===== config.mk =====
export PLATFORM = sky130hd
export DESIGN_NAME = midpoint_circle_span_generator
export DESIGN_NICKNAME = d
export VERILOG_FILES = /design/src/hdl/mcsg_pkg.sv /design/src/hdl/mcsg_front.sv /design/src/hdl/mcsg_queue.sv /design/src/hdl/mcsg_back.sv /design/src/hdl/midpoint_circle_span_generator.sv
export SDC_FILE = /design/constraint.sdc
export NUM_CORES = 1
export LEC_CHECK = 0
export BUFFER_PORTS_ARGS = -buffer_cell sky130_fd_sc_hd__buf_2
export CAP_MARGIN = 10
export CORE_MARGIN = 1.5
export CORE_UTILIZATION = 45
export DETAILED_ROUTE_END_ITERATION = 8
export SYNTH_ARGS = -nofsm -noshare
export SYNTH_HDL_FRONTEND = slang
export SYNTH_SLANG_ARGS = --single-unit

===== constraint.sdc =====
create_clock -name clock -period 5.7 [get_ports clock]
set_input_delay 0.285 -clock clock [delete_from_list [all_inputs] [get_ports clock]]
set_output_delay 0.285 -clock clock [all_outputs]
set_load 0.03 [all_outputs]

===== src/hdl/mcsg_pkg.sv =====
// Shared types and constants of the midpoint circle span generator.
`timescale 1ns / 1ps
package mcsg_pkg;

   localparam int IN_BITS   = 10;
   localparam int COLOR_BITS = 16;
   localparam int SPAN_BITS = 12;
   localparam int COORD_MAX = 12;
   localparam int QUEUE_DEPTH = 2;

   localparam logic ACTION_START = 1'b0;
   localparam logic ACTION_STEP  = 1'b1;

   localparam logic MODE_OUTLINE = 1'b0;
   localparam logic MODE_FILLED  = 1'b1;

   localparam logic [2:0] LAST_IDX_EMPTY   = 3'd0;
   localparam logic [2:0] LAST_IDX_FILLED  = 3'd3;
   localparam logic [2:0] LAST_IDX_OUTLINE = 3'd7;

   typedef struct packed {
      logic                          empty;
      logic                          finished;
      logic                          fill;
      logic [COLOR_BITS-1:0]         color;
      logic [COORD_MAX-1:0]          cx;
      logic [COORD_MAX-1:0]          cy;
      logic signed [COORD_MAX:0]     x;
      logic signed [COORD_MAX:0]     y;
   } span_desc_type;

   typedef struct packed {
      logic full;
      logic empty;
   } queue_status_type;

endpackage


===== src/hdl/mcsg_front.sv =====
// Front end: accepts transactions, holds the circle walk and queues step work.
`timescale 1ns / 1ps
module mcsg_front #(
   parameter int COORD_BITS = 10
) (
   input  logic                                clock,
   input  logic                                reset,
   input  logic                                req_valid,
   output logic                                req_ready,
   input  logic                                req_action,
   input  logic [mcsg_pkg::IN_BITS-1:0]        req_center_x,
   input  logic [mcsg_pkg::IN_BITS-1:0]        req_center_y,
   input  logic [mcsg_pkg::IN_BITS-1:0]        req_radius,
   input  logic                                req_fill_mode,
   input  logic [mcsg_pkg::COLOR_BITS-1:0]     req_color,
   input  mcsg_pkg::queue_status_type          q_status,
   output logic                                push,
   output mcsg_pkg::span_desc_type             push_desc
);

   localparam int CB = COORD_BITS;
   localparam int XW = COORD_BITS + 1;
   localparam int EW = COORD_BITS + 5;
   localparam logic signed [EW-1:0] E_ONE = EW'(1);
   localparam logic signed [EW-1:0] E_TWO = EW'(2);
   localparam logic signed [XW-1:0] X_ONE = XW'(1);

   logic                          busy_ff, busy_in;
   logic                          mode_ff, mode_in;
   logic [CB-1:0]                 cx_ff, cx_in;
   logic [CB-1:0]                 cy_ff, cy_in;
   logic [CB-1:0]                 rad_ff, rad_in;
   logic [mcsg_pkg::COLOR_BITS-1:0] color_ff, color_in;
   logic signed [XW-1:0]          wx_ff, wx_in;
   logic signed [XW-1:0]          wy_ff, wy_in;
   logic signed [EW-1:0]          err_ff, err_in;
   logic signed [EW-1:0]          xinc_ff, xinc_in;
   logic signed [EW-1:0]          yinc_ff, yinc_in;

   logic                          accept;
   logic                          active;
   logic [CB-1:0]                 new_rad;
   logic signed [XW-1:0]          new_rad_x;
   logic signed [EW-1:0]          new_two_r;
   logic signed [EW-1:0]          two_r;
   logic                          step_y, step_x;
   logic signed [EW-1:0]          e_a, yi_a, xi_b, e_b;
   logic signed [XW-1:0]          y_a, x_b;

   assign req_ready = !q_status.full;
   assign accept    = req_valid && req_ready;
   assign active    = busy_ff && !(wx_ff < wy_ff);

   assign new_rad   = CB'(req_radius);
   assign new_rad_x = XW'(signed'({1'b0, new_rad}));
   assign new_two_r = EW'(signed'({1'b0, new_rad})) <<< 1;
   assign two_r     = EW'(signed'({1'b0, rad_ff})) <<< 1;

   always_comb begin
      if (mode_ff == mcsg_pkg::MODE_OUTLINE) begin
         step_y = (err_ff <= 0);
         e_a    = step_y ? err_ff + yinc_ff : err_ff;
         yi_a   = step_y ? yinc_ff + E_TWO : yinc_ff;
         y_a    = step_y ? wy_ff + X_ONE : wy_ff;
         xi_b   = xinc_ff + E_TWO;
         step_x = (e_a > 0);
         e_b    = e_a + xi_b - two_r;
      end else begin
         step_y = 1'b1;
         e_a    = err_ff + yinc_ff;
         yi_a   = yinc_ff + E_TWO;
         y_a    = wy_ff + X_ONE;
         xi_b   = xinc_ff + E_TWO;
         step_x = ((e_a <<< 1) + xinc_ff > 0);
         e_b    = e_a + xinc_ff;
      end
      x_b = wx_ff - X_ONE;
   end

   always_comb begin
      busy_in  = busy_ff;
      mode_in  = mode_ff;
      cx_in    = cx_ff;
      cy_in    = cy_ff;
      rad_in   = rad_ff;
      color_in = color_ff;
      wx_in    = wx_ff;
      wy_in    = wy_ff;
      err_in   = err_ff;
      xinc_in  = xinc_ff;
      yinc_in  = yinc_ff;
      push     = 1'b0;

      push_desc.empty    = !active;
      push_desc.finished = 1'b1;
      push_desc.fill     = mode_ff;
      push_desc.color    = color_ff;
      push_desc.cx       = mcsg_pkg::COORD_MAX'(cx_ff);
      push_desc.cy       = mcsg_pkg::COORD_MAX'(cy_ff);
      push_desc.x        = (mcsg_pkg::COORD_MAX + 1)'(wx_ff);
      push_desc.y        = (mcsg_pkg::COORD_MAX + 1)'(wy_ff);

      if (accept) begin
         if (req_action == mcsg_pkg::ACTION_START) begin
            busy_in  = 1'b1;
            mode_in  = req_fill_mode;
            cx_in    = CB'(req_center_x);
            cy_in    = CB'(req_center_y);
            rad_in   = new_rad;
            color_in = req_color;
            wy_in    = '0;
            if (req_fill_mode == mcsg_pkg::MODE_OUTLINE) begin
               wx_in   = new_rad_x - X_ONE;
               xinc_in = E_ONE;
               yinc_in = E_ONE;
               err_in  = E_ONE - new_two_r;
            end else begin
               wx_in   = new_rad_x;
               xinc_in = E_ONE - new_two_r;
               yinc_in = '0;
               err_in  = '0;
            end
         end else begin
            push = 1'b1;
            if (active) begin
               wy_in   = y_a;
               yinc_in = yi_a;
               err_in  = step_x ? e_b : e_a;
               xinc_in = step_x ? xi_b : xinc_ff;
               wx_in   = step_x ? x_b : wx_ff;
               push_desc.finished = ((step_x ? x_b : wx_ff) < y_a);
               busy_in = !push_desc.finished;
            end else begin
               busy_in = 1'b0;
            end
         end
      end
   end

   always_ff @(posedge clock) begin
      if (reset) begin
         busy_ff  <= 1'b0;
         mode_ff  <= 1'b0;
         cx_ff    <= '0;
         cy_ff    <= '0;
         rad_ff   <= '0;
         color_ff <= '0;
         wx_ff    <= '0;
         wy_ff    <= '0;
         err_ff   <= '0;
         xinc_ff  <= '0;
         yinc_ff  <= '0;
      end else begin
         busy_ff  <= busy_in;
         mode_ff  <= mode_in;
         cx_ff    <= cx_in;
         cy_ff    <= cy_in;
         rad_ff   <= rad_in;
         color_ff <= color_in;
         wx_ff    <= wx_in;
         wy_ff    <= wy_in;
         err_ff   <= err_in;
         xinc_ff  <= xinc_in;
         yinc_ff  <= yinc_in;
      end
   end

endmodule


===== src/hdl/mcsg_queue.sv =====
// Two-entry queue of step descriptors between front and back end.
`timescale 1ns / 1ps
module mcsg_queue (
   input  logic                        clock,
   input  logic                        reset,
   input  logic                        push,
   input  mcsg_pkg::span_desc_type     push_desc,
   input  logic                        pop,
   output mcsg_pkg::span_desc_type     head_desc,
   output mcsg_pkg::queue_status_type  status
);

   localparam int PW = $clog2(mcsg_pkg::QUEUE_DEPTH);
   localparam int CW = $clog2(mcsg_pkg::QUEUE_DEPTH + 1);

   mcsg_pkg::span_desc_type entry_ff [mcsg_pkg::QUEUE_DEPTH];
   logic [PW-1:0] wr_ptr_ff, wr_ptr_in;
   logic [PW-1:0] rd_ptr_ff, rd_ptr_in;
   logic [CW-1:0] count_ff, count_in;
   logic          do_push, do_pop;

   assign status.full  = (count_ff == CW'(mcsg_pkg::QUEUE_DEPTH));
   assign status.empty = (count_ff == '0);
   assign do_push      = push && !status.full;
   assign do_pop       = pop && !status.empty;
   assign head_desc    = entry_ff[rd_ptr_ff];

   always_comb begin
      wr_ptr_in = wr_ptr_ff;
      rd_ptr_in = rd_ptr_ff;
      count_in  = count_ff;
      if (do_push) begin
         wr_ptr_in = (wr_ptr_ff == PW'(mcsg_pkg::QUEUE_DEPTH - 1)) ? '0 : wr_ptr_ff + PW'(1);
      end
      if (do_pop) begin
         rd_ptr_in = (rd_ptr_ff == PW'(mcsg_pkg::QUEUE_DEPTH - 1)) ? '0 : rd_ptr_ff + PW'(1);
      end
      if (do_push && !do_pop) begin
         count_in = count_ff + CW'(1);
      end else if (do_pop && !do_push) begin
         count_in = count_ff - CW'(1);
      end
   end

   always_ff @(posedge clock) begin
      if (do_push) begin
         entry_ff[wr_ptr_ff] <= push_desc;
      end
   end

   always_ff @(posedge clock) begin
      if (reset) begin
         wr_ptr_ff <= '0;
         rd_ptr_ff <= '0;
         count_ff  <= '0;
      end else begin
         wr_ptr_ff <= wr_ptr_in;
         rd_ptr_ff <= rd_ptr_in;
         count_ff  <= count_in;
      end
   end

endmodule


===== src/hdl/mcsg_back.sv =====
// Back end: expands a step descriptor into registered spans, one per cycle unless stalled.
`timescale 1ns / 1ps
module mcsg_back (
   input  logic                                  clock,
   input  logic                                  reset,
   input  mcsg_pkg::span_desc_type               head_desc,
   input  mcsg_pkg::queue_status_type            q_status,
   output logic                                  pop,
   output logic                                  rsp_valid,
   input  logic                                  rsp_ready,
   output logic signed [mcsg_pkg::SPAN_BITS-1:0] rsp_span_left,
   output logic signed [mcsg_pkg::SPAN_BITS-1:0] rsp_span_right,
   output logic signed [mcsg_pkg::SPAN_BITS-1:0] rsp_span_row,
   output logic [mcsg_pkg::COLOR_BITS-1:0]       rsp_span_color,
   output logic                                  rsp_span_valid,
   output logic                                  rsp_last_in_step,
   output logic                                  rsp_finished
);

   localparam int SW = mcsg_pkg::COORD_MAX + 3;
   localparam int OW = mcsg_pkg::SPAN_BITS;

   logic [2:0]           idx_ff, idx_in;
   logic                 valid_ff, valid_in;
   logic signed [OW-1:0] left_ff, left_in;
   logic signed [OW-1:0] right_ff, right_in;
   logic signed [OW-1:0] row_ff, row_in;
   logic [mcsg_pkg::COLOR_BITS-1:0] color_ff, color_in;
   logic                 sv_ff, sv_in;
   logic                 last_ff, last_in;
   logic                 fin_ff, fin_in;

   logic                 load, is_last;
   logic [2:0]           last_idx;
   logic signed [SW-1:0] cx_s, cy_s, x_s, y_s;
   logic signed [OW-1:0] cx_px, cx_mx, cx_py, cx_my, cy_px, cy_mx, cy_py, cy_my;

   assign cx_s = SW'(signed'({1'b0, head_desc.cx}));
   assign cy_s = SW'(signed'({1'b0, head_desc.cy}));
   assign x_s  = SW'(head_desc.x);
   assign y_s  = SW'(head_desc.y);

   assign cx_px = OW'(cx_s + x_s);
   assign cx_mx = OW'(cx_s - x_s);
   assign cx_py = OW'(cx_s + y_s);
   assign cx_my = OW'(cx_s - y_s);
   assign cy_px = OW'(cy_s + x_s);
   assign cy_mx = OW'(cy_s - x_s);
   assign cy_py = OW'(cy_s + y_s);
   assign cy_my = OW'(cy_s - y_s);

   always_comb begin
      if (head_desc.empty) begin
         last_idx = mcsg_pkg::LAST_IDX_EMPTY;
      end else if (head_desc.fill == mcsg_pkg::MODE_FILLED) begin
         last_idx = mcsg_pkg::LAST_IDX_FILLED;
      end else begin
         last_idx = mcsg_pkg::LAST_IDX_OUTLINE;
      end
   end

   assign load    = !q_status.empty && (!valid_ff || rsp_ready);
   assign is_last = (idx_ff == last_idx);
   assign pop     = load && is_last;

   always_comb begin
      idx_in   = idx_ff;
      valid_in = valid_ff && !rsp_ready;
      left_in  = left_ff;
      right_in = right_ff;
      row_in   = row_ff;
      color_in = color_ff;
      sv_in    = sv_ff;
      last_in  = last_ff;
      fin_in   = fin_ff;
      if (load) begin
         valid_in = 1'b1;
         idx_in   = is_last ? 3'd0 : idx_ff + 3'd1;
         last_in  = is_last;
         fin_in   = is_last && head_desc.finished;
         sv_in    = !head_desc.empty;
         color_in = head_desc.empty ? '0 : head_desc.color;
         if (head_desc.empty) begin
            left_in  = '0;
            right_in = '0;
            row_in   = '0;
         end else if (head_desc.fill == mcsg_pkg::MODE_FILLED) begin
            case (idx_ff)
               3'd0: begin left_in = cx_mx; right_in = cx_px; row_in = cy_py; end
               3'd1: begin left_in = cx_mx; right_in = cx_px; row_in = cy_my; end
               3'd2: begin left_in = cx_my; right_in = cx_py; row_in = cy_px; end
               default: begin left_in = cx_my; right_in = cx_py; row_in = cy_mx; end
            endcase
         end else begin
            case (idx_ff)
               3'd0: begin left_in = cx_px; row_in = cy_py; end
               3'd1: begin left_in = cx_py; row_in = cy_px; end
               3'd2: begin left_in = cx_my; row_in = cy_px; end
               3'd3: begin left_in = cx_mx; row_in = cy_py; end
               3'd4: begin left_in = cx_mx; row_in = cy_my; end
               3'd5: begin left_in = cx_my; row_in = cy_mx; end
               3'd6: begin left_in = cx_py; row_in = cy_mx; end
               default: begin left_in = cx_px; row_in = cy_my; end
            endcase
            right_in = left_in;
         end
      end
   end

   always_ff @(posedge clock) begin
      if (reset) begin
         idx_ff   <= '0;
         valid_ff <= 1'b0;
      end else begin
         idx_ff   <= idx_in;
         valid_ff <= valid_in;
      end
   end

   always_ff @(posedge clock) begin
      left_ff  <= left_in;
      right_ff <= right_in;
      row_ff   <= row_in;
      color_ff <= color_in;
      sv_ff    <= sv_in;
      last_ff  <= last_in;
      fin_ff   <= fin_in;
   end

   assign rsp_valid        = valid_ff;
   assign rsp_span_left    = left_ff;
   assign rsp_span_right   = right_ff;
   assign rsp_span_row     = row_ff;
   assign rsp_span_color   = color_ff;
   assign rsp_span_valid   = sv_ff;
   assign rsp_last_in_step = last_ff;
   assign rsp_finished     = fin_ff;

endmodule


===== src/hdl/midpoint_circle_span_generator.sv =====
// Top level of the midpoint circle span generator.
//
//   channel | direction | handshake             | carries
//   req_    | in        | req_valid/req_ready   | start or step transaction
//   rsp_    | out       | rsp_valid/rsp_ready   | spans of step transactions
//
// A start transaction gives no span. A step gives eight spans (outline), four
// (filled) or one empty result, one per cycle from the back end's output register
// while rsp_ready stays high.
// The front end takes the next transaction while the back end drains, through a
// two-entry descriptor queue; req_ready drops only when that queue is full.
// Synchronous reset clears the walk state, the queue and the output valid.
`timescale 1ns / 1ps
module midpoint_circle_span_generator #(
   parameter int COORD_BITS = 10
) (
   input  logic                                  clock,
   input  logic                                  reset,
   input  logic                                  req_valid,
   output logic                                  req_ready,
   input  logic                                  req_action,
   input  logic [mcsg_pkg::IN_BITS-1:0]          req_center_x,
   input  logic [mcsg_pkg::IN_BITS-1:0]          req_center_y,
   input  logic [mcsg_pkg::IN_BITS-1:0]          req_radius,
   input  logic                                  req_fill_mode,
   input  logic [mcsg_pkg::COLOR_BITS-1:0]       req_color,
   output logic                                  rsp_valid,
   input  logic                                  rsp_ready,
   output logic signed [mcsg_pkg::SPAN_BITS-1:0] rsp_span_left,
   output logic signed [mcsg_pkg::SPAN_BITS-1:0] rsp_span_right,
   output logic signed [mcsg_pkg::SPAN_BITS-1:0] rsp_span_row,
   output logic [mcsg_pkg::COLOR_BITS-1:0]       rsp_span_color,
   output logic                                  rsp_span_valid,
   output logic                                  rsp_last_in_step,
   output logic                                  rsp_finished
);

   logic                        push, pop;
   mcsg_pkg::span_desc_type     push_desc, head_desc;
   mcsg_pkg::queue_status_type  q_status;

   mcsg_front #(
      .COORD_BITS (COORD_BITS)
   ) u_front (
      .clock        (clock),
      .reset        (reset),
      .req_valid    (req_valid),
      .req_ready    (req_ready),
      .req_action   (req_action),
      .req_center_x (req_center_x),
      .req_center_y (req_center_y),
      .req_radius   (req_radius),
      .req_fill_mode(req_fill_mode),
      .req_color    (req_color),
      .q_status     (q_status),
      .push         (push),
      .push_desc    (push_desc)
   );

   mcsg_queue u_queue (
      .clock     (clock),
      .reset     (reset),
      .push      (push),
      .push_desc (push_desc),
      .pop       (pop),
      .head_desc (head_desc),
      .status    (q_status)
   );

   mcsg_back u_back (
      .clock            (clock),
      .reset            (reset),
      .head_desc        (head_desc),
      .q_status         (q_status),
      .pop              (pop),
      .rsp_valid        (rsp_valid),
      .rsp_ready        (rsp_ready),
      .rsp_span_left    (rsp_span_left),
      .rsp_span_right   (rsp_span_right),
      .rsp_span_row     (rsp_span_row),
      .rsp_span_color   (rsp_span_color),
      .rsp_span_valid   (rsp_span_valid),
      .rsp_last_in_step (rsp_last_in_step),
      .rsp_finished     (rsp_finished)
   );

   a_finished_is_last: assert property (@(posedge clock) disable iff (reset)
      rsp_valid && rsp_finished |-> rsp_last_in_step)
      else $error("finished mark without last-in-step mark");

   a_empty_result_closes: assert property (@(posedge clock) disable iff (reset)
      rsp_valid && !rsp_span_valid |-> rsp_last_in_step && rsp_finished)
      else $error("empty result not marked last and finished");

   a_step_reaches_queue: assert property (@(posedge clock) disable iff (reset)
      req_valid && req_ready && req_action == mcsg_pkg::ACTION_STEP
      |=> !q_status.empty)
      else $error("step transaction lost before the queue");

endmodule


==> results of run 1 <==
==> cell usage after synthesis (8+ instances only) <==
master	instances
mux2_2	32
dfxtp_1	124
ha_1	174
nor4_1	12
a222oi_1	8
nand2_1	223
o21ai_0	95
a211o_1	8
fa_1	21
nor3_1	39
nor2_1	195
a221oi_1	11
o21ai_1	10
o31ai_1	12
and2_1	10
a32oi_1	8
inv_1	124
nand4_1	15
a21oi_1	205
edfxtp_1	176
a22oi_1	17
xnor2_1	125
a211oi_1	53
xor2_1	50
o21bai_1	31
clkbuf_1	87
and3_1	10
or3_1	20
mux2i_1	62
a31oi_1	14
nand2b_1	20
o21a_1	11
nand3_1	39
buf_1	16
o22ai_1	24
o211ai_1	14
a21o_1	34
nor2b_1	20
==> final cells by class <==
class | count | area, um^2 | area share (%)
Tap cell | 600 | 751 | 3.05
Sequential cell | 300 | 7780 | 31.6
Inverter | 125 | 472 | 1.92
Timing Repair Buffer | 307 | 2150 | 8.72
Clock buffer | 39 | 912 | 3.70
Clock inverter | 27 | 308 | 1.25
Multi-Input combinational cell | 1712 | 12300 | 49.8
==> layer usage <==
metal  wire length [um]  global-route usage [%]  vias to the layer above
met5                  0                       0                        -
met4               2250                    9.81                        0
met3               2930                    3.69                      127
met2              31100                    46.3                      485
met1              25300                    30.7                     8414
li1                   -                       -                     8595
==> state kept, by name (all words and copies together) (netlist names), 11 cells and up, named ones only <==
signal,cells
u_back.rsp_span_color,16
u_front.yinc_ff,15
u_front.color_ff,16
u_front.wy_ff,11
u_back.rsp_span_left,11
u_front.wx_ff,11
u_back.rsp_span_row,12
u_back.rsp_span_right,12
u_front.err_ff,15
u_front.xinc_ff,15
u_queue.entry_ff,122
==> cell families (layout without fill, tap and decap cells) <==
kind of cell / Yosys count / after routing / synth area share, %
multiplexers: 97 / 97 / 4.91
adder cells (fa/ha/maj): 195 / 195 / 12.6
XOR/XNOR: 177 / 177 / 7.58
AO/OA/AOI/OAI: 619 / 619 / 19.3
AND/OR/NAND/NOR: 624 / 624 / 13.5
buffers and inverters: 236 / 498 / 4.45
flip-flops: 300 / 300 / 37.6
==> power groups by stage <==
| stage | registers (mW) | clock network (mW) | logic, mW |
|---|---|---|---|
| 2_1_floorplan | 3.45 | 0 | 6.54 |
| 3_3_place_gp | 3.13 | 0 | 9.52 |
| 3_5_place_dp | 3.15 | 0 | 9.61 |
| 4_1_cts | 3.10 | 2.44 | 9.75 |
| 5_1_grt | 3.15 | 2.51 | 10.9 |
| 6_report | 3.10 | 2.39 | 9.93 |
==> worst reg2reg max path, delay by kind of cell (launching register included) <==
kind	cells	cell delay, ns
DFF	1	0.34
AOI/OAI and AO/OA	15	2.59
xor gates and xnor gates	2	0.33
muxes	1	0.28
and+or+nand+nor	7	0.93
adders and majority gates	4	1.13
buffers and inverters	1	0.15
==> repair_timing <==
action | CTS | global route
endpoints found under the hold margin | 39 | 0
setup buffers | 2 | 4
hold buffers | 39 | 0
resized for setup | 13 | 36
endpoints found under the setup margin | 3 | 3
cloned | 0 | 0
pin swaps | 19 | 28
==> per-stage QoR <==
step / worst slack [ns] / instance area, um^2
3_3_place_gp: -0.451 / 22700
6_report: -0.169 / 24600
2_1_floorplan: 0.00496 / 20700
4_1_cts: -0.413 / 24400
3_5_place_dp: -0.506 / 22700
5_1_grt: -0.497 / 24600
==> path summary, 6_finish.rpt <==
path | endpoint | slack (ns) | cells past startpoint
hold reg to reg | u_queue.entry_ff[1][33] | 0.45 | 0
hold / removal | u_front.rad_ff[9] | 0.03 | 3
setup reg to reg | u_queue.entry_ff[1][63] | -0.17 | 30
setup / recovery | u_queue.entry_ff[1][63] | -0.17 | 30
==> impl_metrics.json, run 1 <==
{
  "syn_inst": 2248,
  "start_kind": "flop",
  "finClkSkew_ns": 0.0161,
  "hold-worst-slack_ns": 0.0299,
  "clockBufferDepth": 3,
  "drt_iter0_drc": 1352,
  "grt_pass1_vias": 16911,
  "placed_cells": 2999,
  "drc": 0,
  "cts-root-buf": "clkbuf_16",
  "synth_cell_types": 82,
  "drive_gt1_share_pct": 17.2,
  "cts_tree": "done",
  "p_per_area_nw_per_um2": 626,
  "gp_congestion": 0.978,
  "intPower_mw": 8.32,
  "netlist.area_leader.share_pct": 25.6,
  "rsz0062_at_grt": "true",
  "grt_pass1_wl_mm": 94.6,
  "htreeDepth": 2,
  "clkTransAtPathRegs_ns": 0.06,
  "worstPathRequired_ns": 6.12,
  "drv_cap": 0,
  "crit_slowest_cell": "fa_2",
  "vdd_drop_max_mv": 0.372,
  "hp-start": "req_radius[9]",
  "layoutNonFillerInstCount": 3110,
  "detail-route-antenna-nets": 0,
  "max_freq_mhz": 170,
  "area_growth_pct": 19.3,
  "crit_buf_inv": 1,
  "post-route-min-period_ns": 5.87,
  "crit_family": "compound AO/OA/AOI/OAI gates",
  "swShare_pct": 46.0,
  "die_area_um2": 47200,
  "cp.arrival_ns": 6.29,
  "yosys.area.top_type": "edfxtp_1",
  "final_common_cell": "nand2_1",
  "leakage_nw": 9.99,
  "nNetsFinal": 2729,
  "ys_seq_area_share_pct": 37.6,
  "slowest_delay_ns": 0.36,
  "utilization_pct": 54.4,
  "worst-path-max-fanout": 3,
  "io-pin-count": 109,
  "async_flop_share_pct": 0,
  "ys_warn_count": 0,
  "synth_area_um2": 20600,
  "die_y_um": 217,
  "drv_slew": 0,
  "grt_max_degree": 62,
  "failed_checks": "setup timing",
  "r2r_start": "u_front.err_ff[0]",
  "synth-edff-count": 176,
  "fin_crit_sh_pct": 103,
  "num_antenna_cells": 0,
  "power.clock.fraction_pct": 15.5,
  "hold_viol_final": 0,
  "crit_path_frequent_cell": "a21o_1",
  "routed_wirelength_mm": 61.6,
  "critPathLaunch": "u_front.err_ff[0]",
  "grt_use_total_pct": 25.6,
  "vias_per_cell": 5.67,
  "overflow": 0,
  "critPathKind": "flop to flop",
  "start_util_pct": 45.6,
  "core_area_um2": 45300,
  "yosys_register_bits": 300,
  "nFillCells": 4179,
  "dp_hpwl_mm": 46.0,
  "syn-num-nets": 2495,
  "io_buffers": 108,
  "firstDrtPassIters": 6,
  "vias": 17621,
  "hold_class": "input pin to flop",
  "cp-end-kind": "flop",
  "ys.flop_type": "edfxtp_1",
  "pwr-share-seq_pct": 20.1,
  "outcome": "finished with violations",
  "finalWorstSetupSlack_ns": -0.169,
  "worstMarginPinSlew_ns": 1.05,
  "fp.dieW_um": 217,
  "mostFrequentLayoutCells": "221 x nand2_1, 195 x a21oi_1, 192 x nor2_1",
  "std_cell_rows": 78,
  "finalSetupViolCount": 2,
  "clock_latency_ns": 0.56,
  "netSwitchingPower_mw": 7.10,
  "total_power_mw": 15.4,
  "avgSynthCellArea_um2": 9.18,
  "cts_sinks": 300,
  "cts_buffers": 36,
  "combinationalPowerShare_pct": 64.4,
  "antenna_found_initial": 0,
  "max-slew-margin-rel_pct": 29.4,
  "tns_ns": -0.338,
  "routedWlPerCell_um": 19.8,
  "synthTopCellsByArea": "edfxtp_1 26%, dfxtp_1 12%, ha_1 11%"
}
Note: power is estimated with default switching activity, not from simulation.
==> run 2, diff against run 1 <==
--- a/config.mk
+++ b/config.mk
@@ -5,7 +5,7 @@
 export SDC_FILE = /design/constraint.sdc
 export NUM_CORES = 1
 export LEC_CHECK = 0
-export BUFFER_PORTS_ARGS = -buffer_cell sky130_fd_sc_hd__buf_2
+export BUFFER_PORTS_ARGS = -buffer_cell sky130_fd_sc_hd__buf_4
 export CAP_MARGIN = 10
 export CORE_MARGIN = 1.5
 export CORE_UTILIZATION = 45
==> run 2 against run 1 <==
Effect of this change: the run still ends with setup timing left; clock skew rose by 0.0034 ns; cell count about the same; fmax down 0.11%; setup slack got worse by 0.0062 ns; sequential power about the same; global-route usage grew 0.26 points; register-to-register slack hardly changed; sequential share of layout area decreased by 0.45 points; clock power rose by 2%; first-iteration DRC count is 9.8% lower; critical endpoint unchanged; largest cell class unchanged; largest power group unchanged.
==> impl_metrics.json, run 2 (synthesized netlist as in run 1, its figures left out) <==
{
  "cp-end-kind": "flop",
  "clockBufferDepth": 3,
  "max-slew-margin-rel_pct": 29.3,
  "largest-register": "u_queue.entry_ff",
  "vias": 17872,
  "grt_pass1_wl_mm": 95.7,
  "place_area_um2": 23000,
  "failed_checks": "setup timing",
  "drc": 0,
  "routedWlPerCell_um": 20.0,
  "gp_congestion": 0.963,
  "io_buffers": 108,
  "crit_path_frequent_cell": "ha_1",
  "worstMarginPinSlew_ns": 1.06,
  "drive_gt1_share_pct": 17.5,
  "firstDrtPassIters": 6,
  "leakage_nw": 10.1,
  "drv_slew": 0,
  "grt_max_degree": 60,
  "io-pin-count": 109,
  "start_kind": "flop",
  "drt_iter0_drc": 1219,
  "detail-route-antenna-nets": 0,
  "antenna_found_initial": 0,
  "grt_use_total_pct": 25.9,
  "crit_buf_inv": 0,
  "cts_buffers": 35,
  "total_power_mw": 15.7,
  "cts_tree": "done",
  "die_area_um2": 47200,
  "finClkSkew_ns": 0.0195,
  "slowest_delay_ns": 0.39,
  "cts_sinks": 300,
  "cts-root-buf": "clkbuf_16",
  "area_growth_pct": 21.0,
  "finalInstanceArea_um2": 25000,
  "dp_hpwl_mm": 46.2,
  "clkTransAtPathRegs_ns": 0.06,
  "grt_pass1_vias": 17601,
  "worstPathRequired_ns": 6.12,
  "finalWorstSetupSlack_ns": -0.175,
  "htreeDepth": 2,
  "final_common_cell": "buf_4",
  "tns_ns": -0.472,
  "dp_slack_ns": -0.431,
  "std_cell_rows": 78,
  "outcome": "finished with violations",
  "rsz0062_at_grt": "true",
  "num_antenna_cells": 0,
  "crit_slowest_cell": "ha_1",
  "fp.dieW_um": 217,
  "placed_cells": 3002,
  "hold_viol_final": 0,
  "largest_reg_flops": 122,
  "clock_latency_ns": 0.57,
  "mostFrequentLayoutCells": "269 x buf_4, 220 x nand2_1, 196 x a21oi_1",
  "nNetsFinal": 2731,
  "routed_wirelength_mm": 62.2,
  "max_freq_mhz": 170,
  "die_y_um": 217,
  "fin_crit_sh_pct": 103,
  "post-route-min-period_ns": 5.88,
  "finalSetupViolCount": 3,
  "vdd_drop_max_mv": 0.400,
  "overflow": 0,
  "hold_class": "input pin to flop",
  "critPathKind": "flop to flop",
  "vias_per_cell": 5.74,
  "cp.arrival_ns": 6.30,
  "core_area_um2": 45300,
  "worst-path-max-fanout": 6,
  "p_per_area_nw_per_um2": 628,
  "crit_family": "compound AO/OA/AOI/OAI gates",
  "layoutNonFillerInstCount": 3111,
  "drv_cap": 0,
  "start_util_pct": 45.6
}
[run 2: cell count changes in the layout (fill, tap and decap cells not counted), moves of 2 or more]
cell      before  now
inv_6          3    6
xnor2_2        7    5
ha_4           5    7
buf_4        160  269
clkinv_1       8    2
buf_2        107    0
clkbuf_1       3    1
xnor2_1      120  122
[run 2: worst reg2reg max path: cells and delay by family (launching register included)]
kind / cells / cell delay [ns]
AOI/OAI and AO/OA: 14 / 2.57
adders and majority gates: 3 / 1.01
and+or+nand+nor: 8 / 0.92
xor gates and xnor gates: 3 / 0.62
DFF: 1 / 0.34
muxes: 1 / 0.28
[run 2: path summary, 6_finish.rpt]
| path | end | startpoint | depth (start not counted) | slack, ns |
|---|---|---|---|---|
| max reg2reg | u_queue.entry_ff[1][63] | u_front.yinc_ff[6] | 29 | -0.18 |
| max | u_queue.entry_ff[1][63] | u_front.yinc_ff[6] | 29 | -0.18 |
| min | u_front.rad_ff[9] | req_radius[9] | 3 | 0.03 |
| min reg2reg | u_queue.entry_ff[0][48] | u_front.color_ff[2] | 0 | 0.45 |
[run 2: repair_timing]
action | in CTS | in global routing
hold buffers | 40 | 0
gates resized for setup | 17 | 33
endpoints found under the setup margin | 3 | 5
buffers inserted | 3 | 2
pin swaps | 18 | 22
hold endpoints to repair | 40 | 0
[run 2: power breakdown]
group          internal (mW)  switching [mW]  total (mW)
logic                   4.23            5.89        10.1
registers               2.84           0.290        3.13
clock network           1.45           0.999        2.44
total                   8.51            7.17        15.7
[run 2: area by class of cell]
type | count | area [um^2]
fill | 4182 | 20300
multi-input combinational | 1712 | 12300
sequential | 300 | 7780
timing repair buffer | 310 | 2440
clock buffer | 37 | 893
tap | 600 | 751
inverter | 125 | 472
clock inverter | 27 | 369
[run 2: stage by stage]
stage / hold WS, ns / util [%]
CTS: 0.000613 / 54.7
floorplan: 0.421 / -
global placement: 0.431 / 50.8
detailed placement: 0.439 / 50.8
global route: 0.0187 / 55.1
finish: 0.0295 / 55.1
[run 2: per-layer routing]
layer  vias up  GRT usage [%]  routed length [um]
li1       8603              -                   -
met1      8603           29.9               25100
met2       525           47.6               31500
met3       141           3.45                2970
met4         0           11.3                2560
met5         -              0                   0
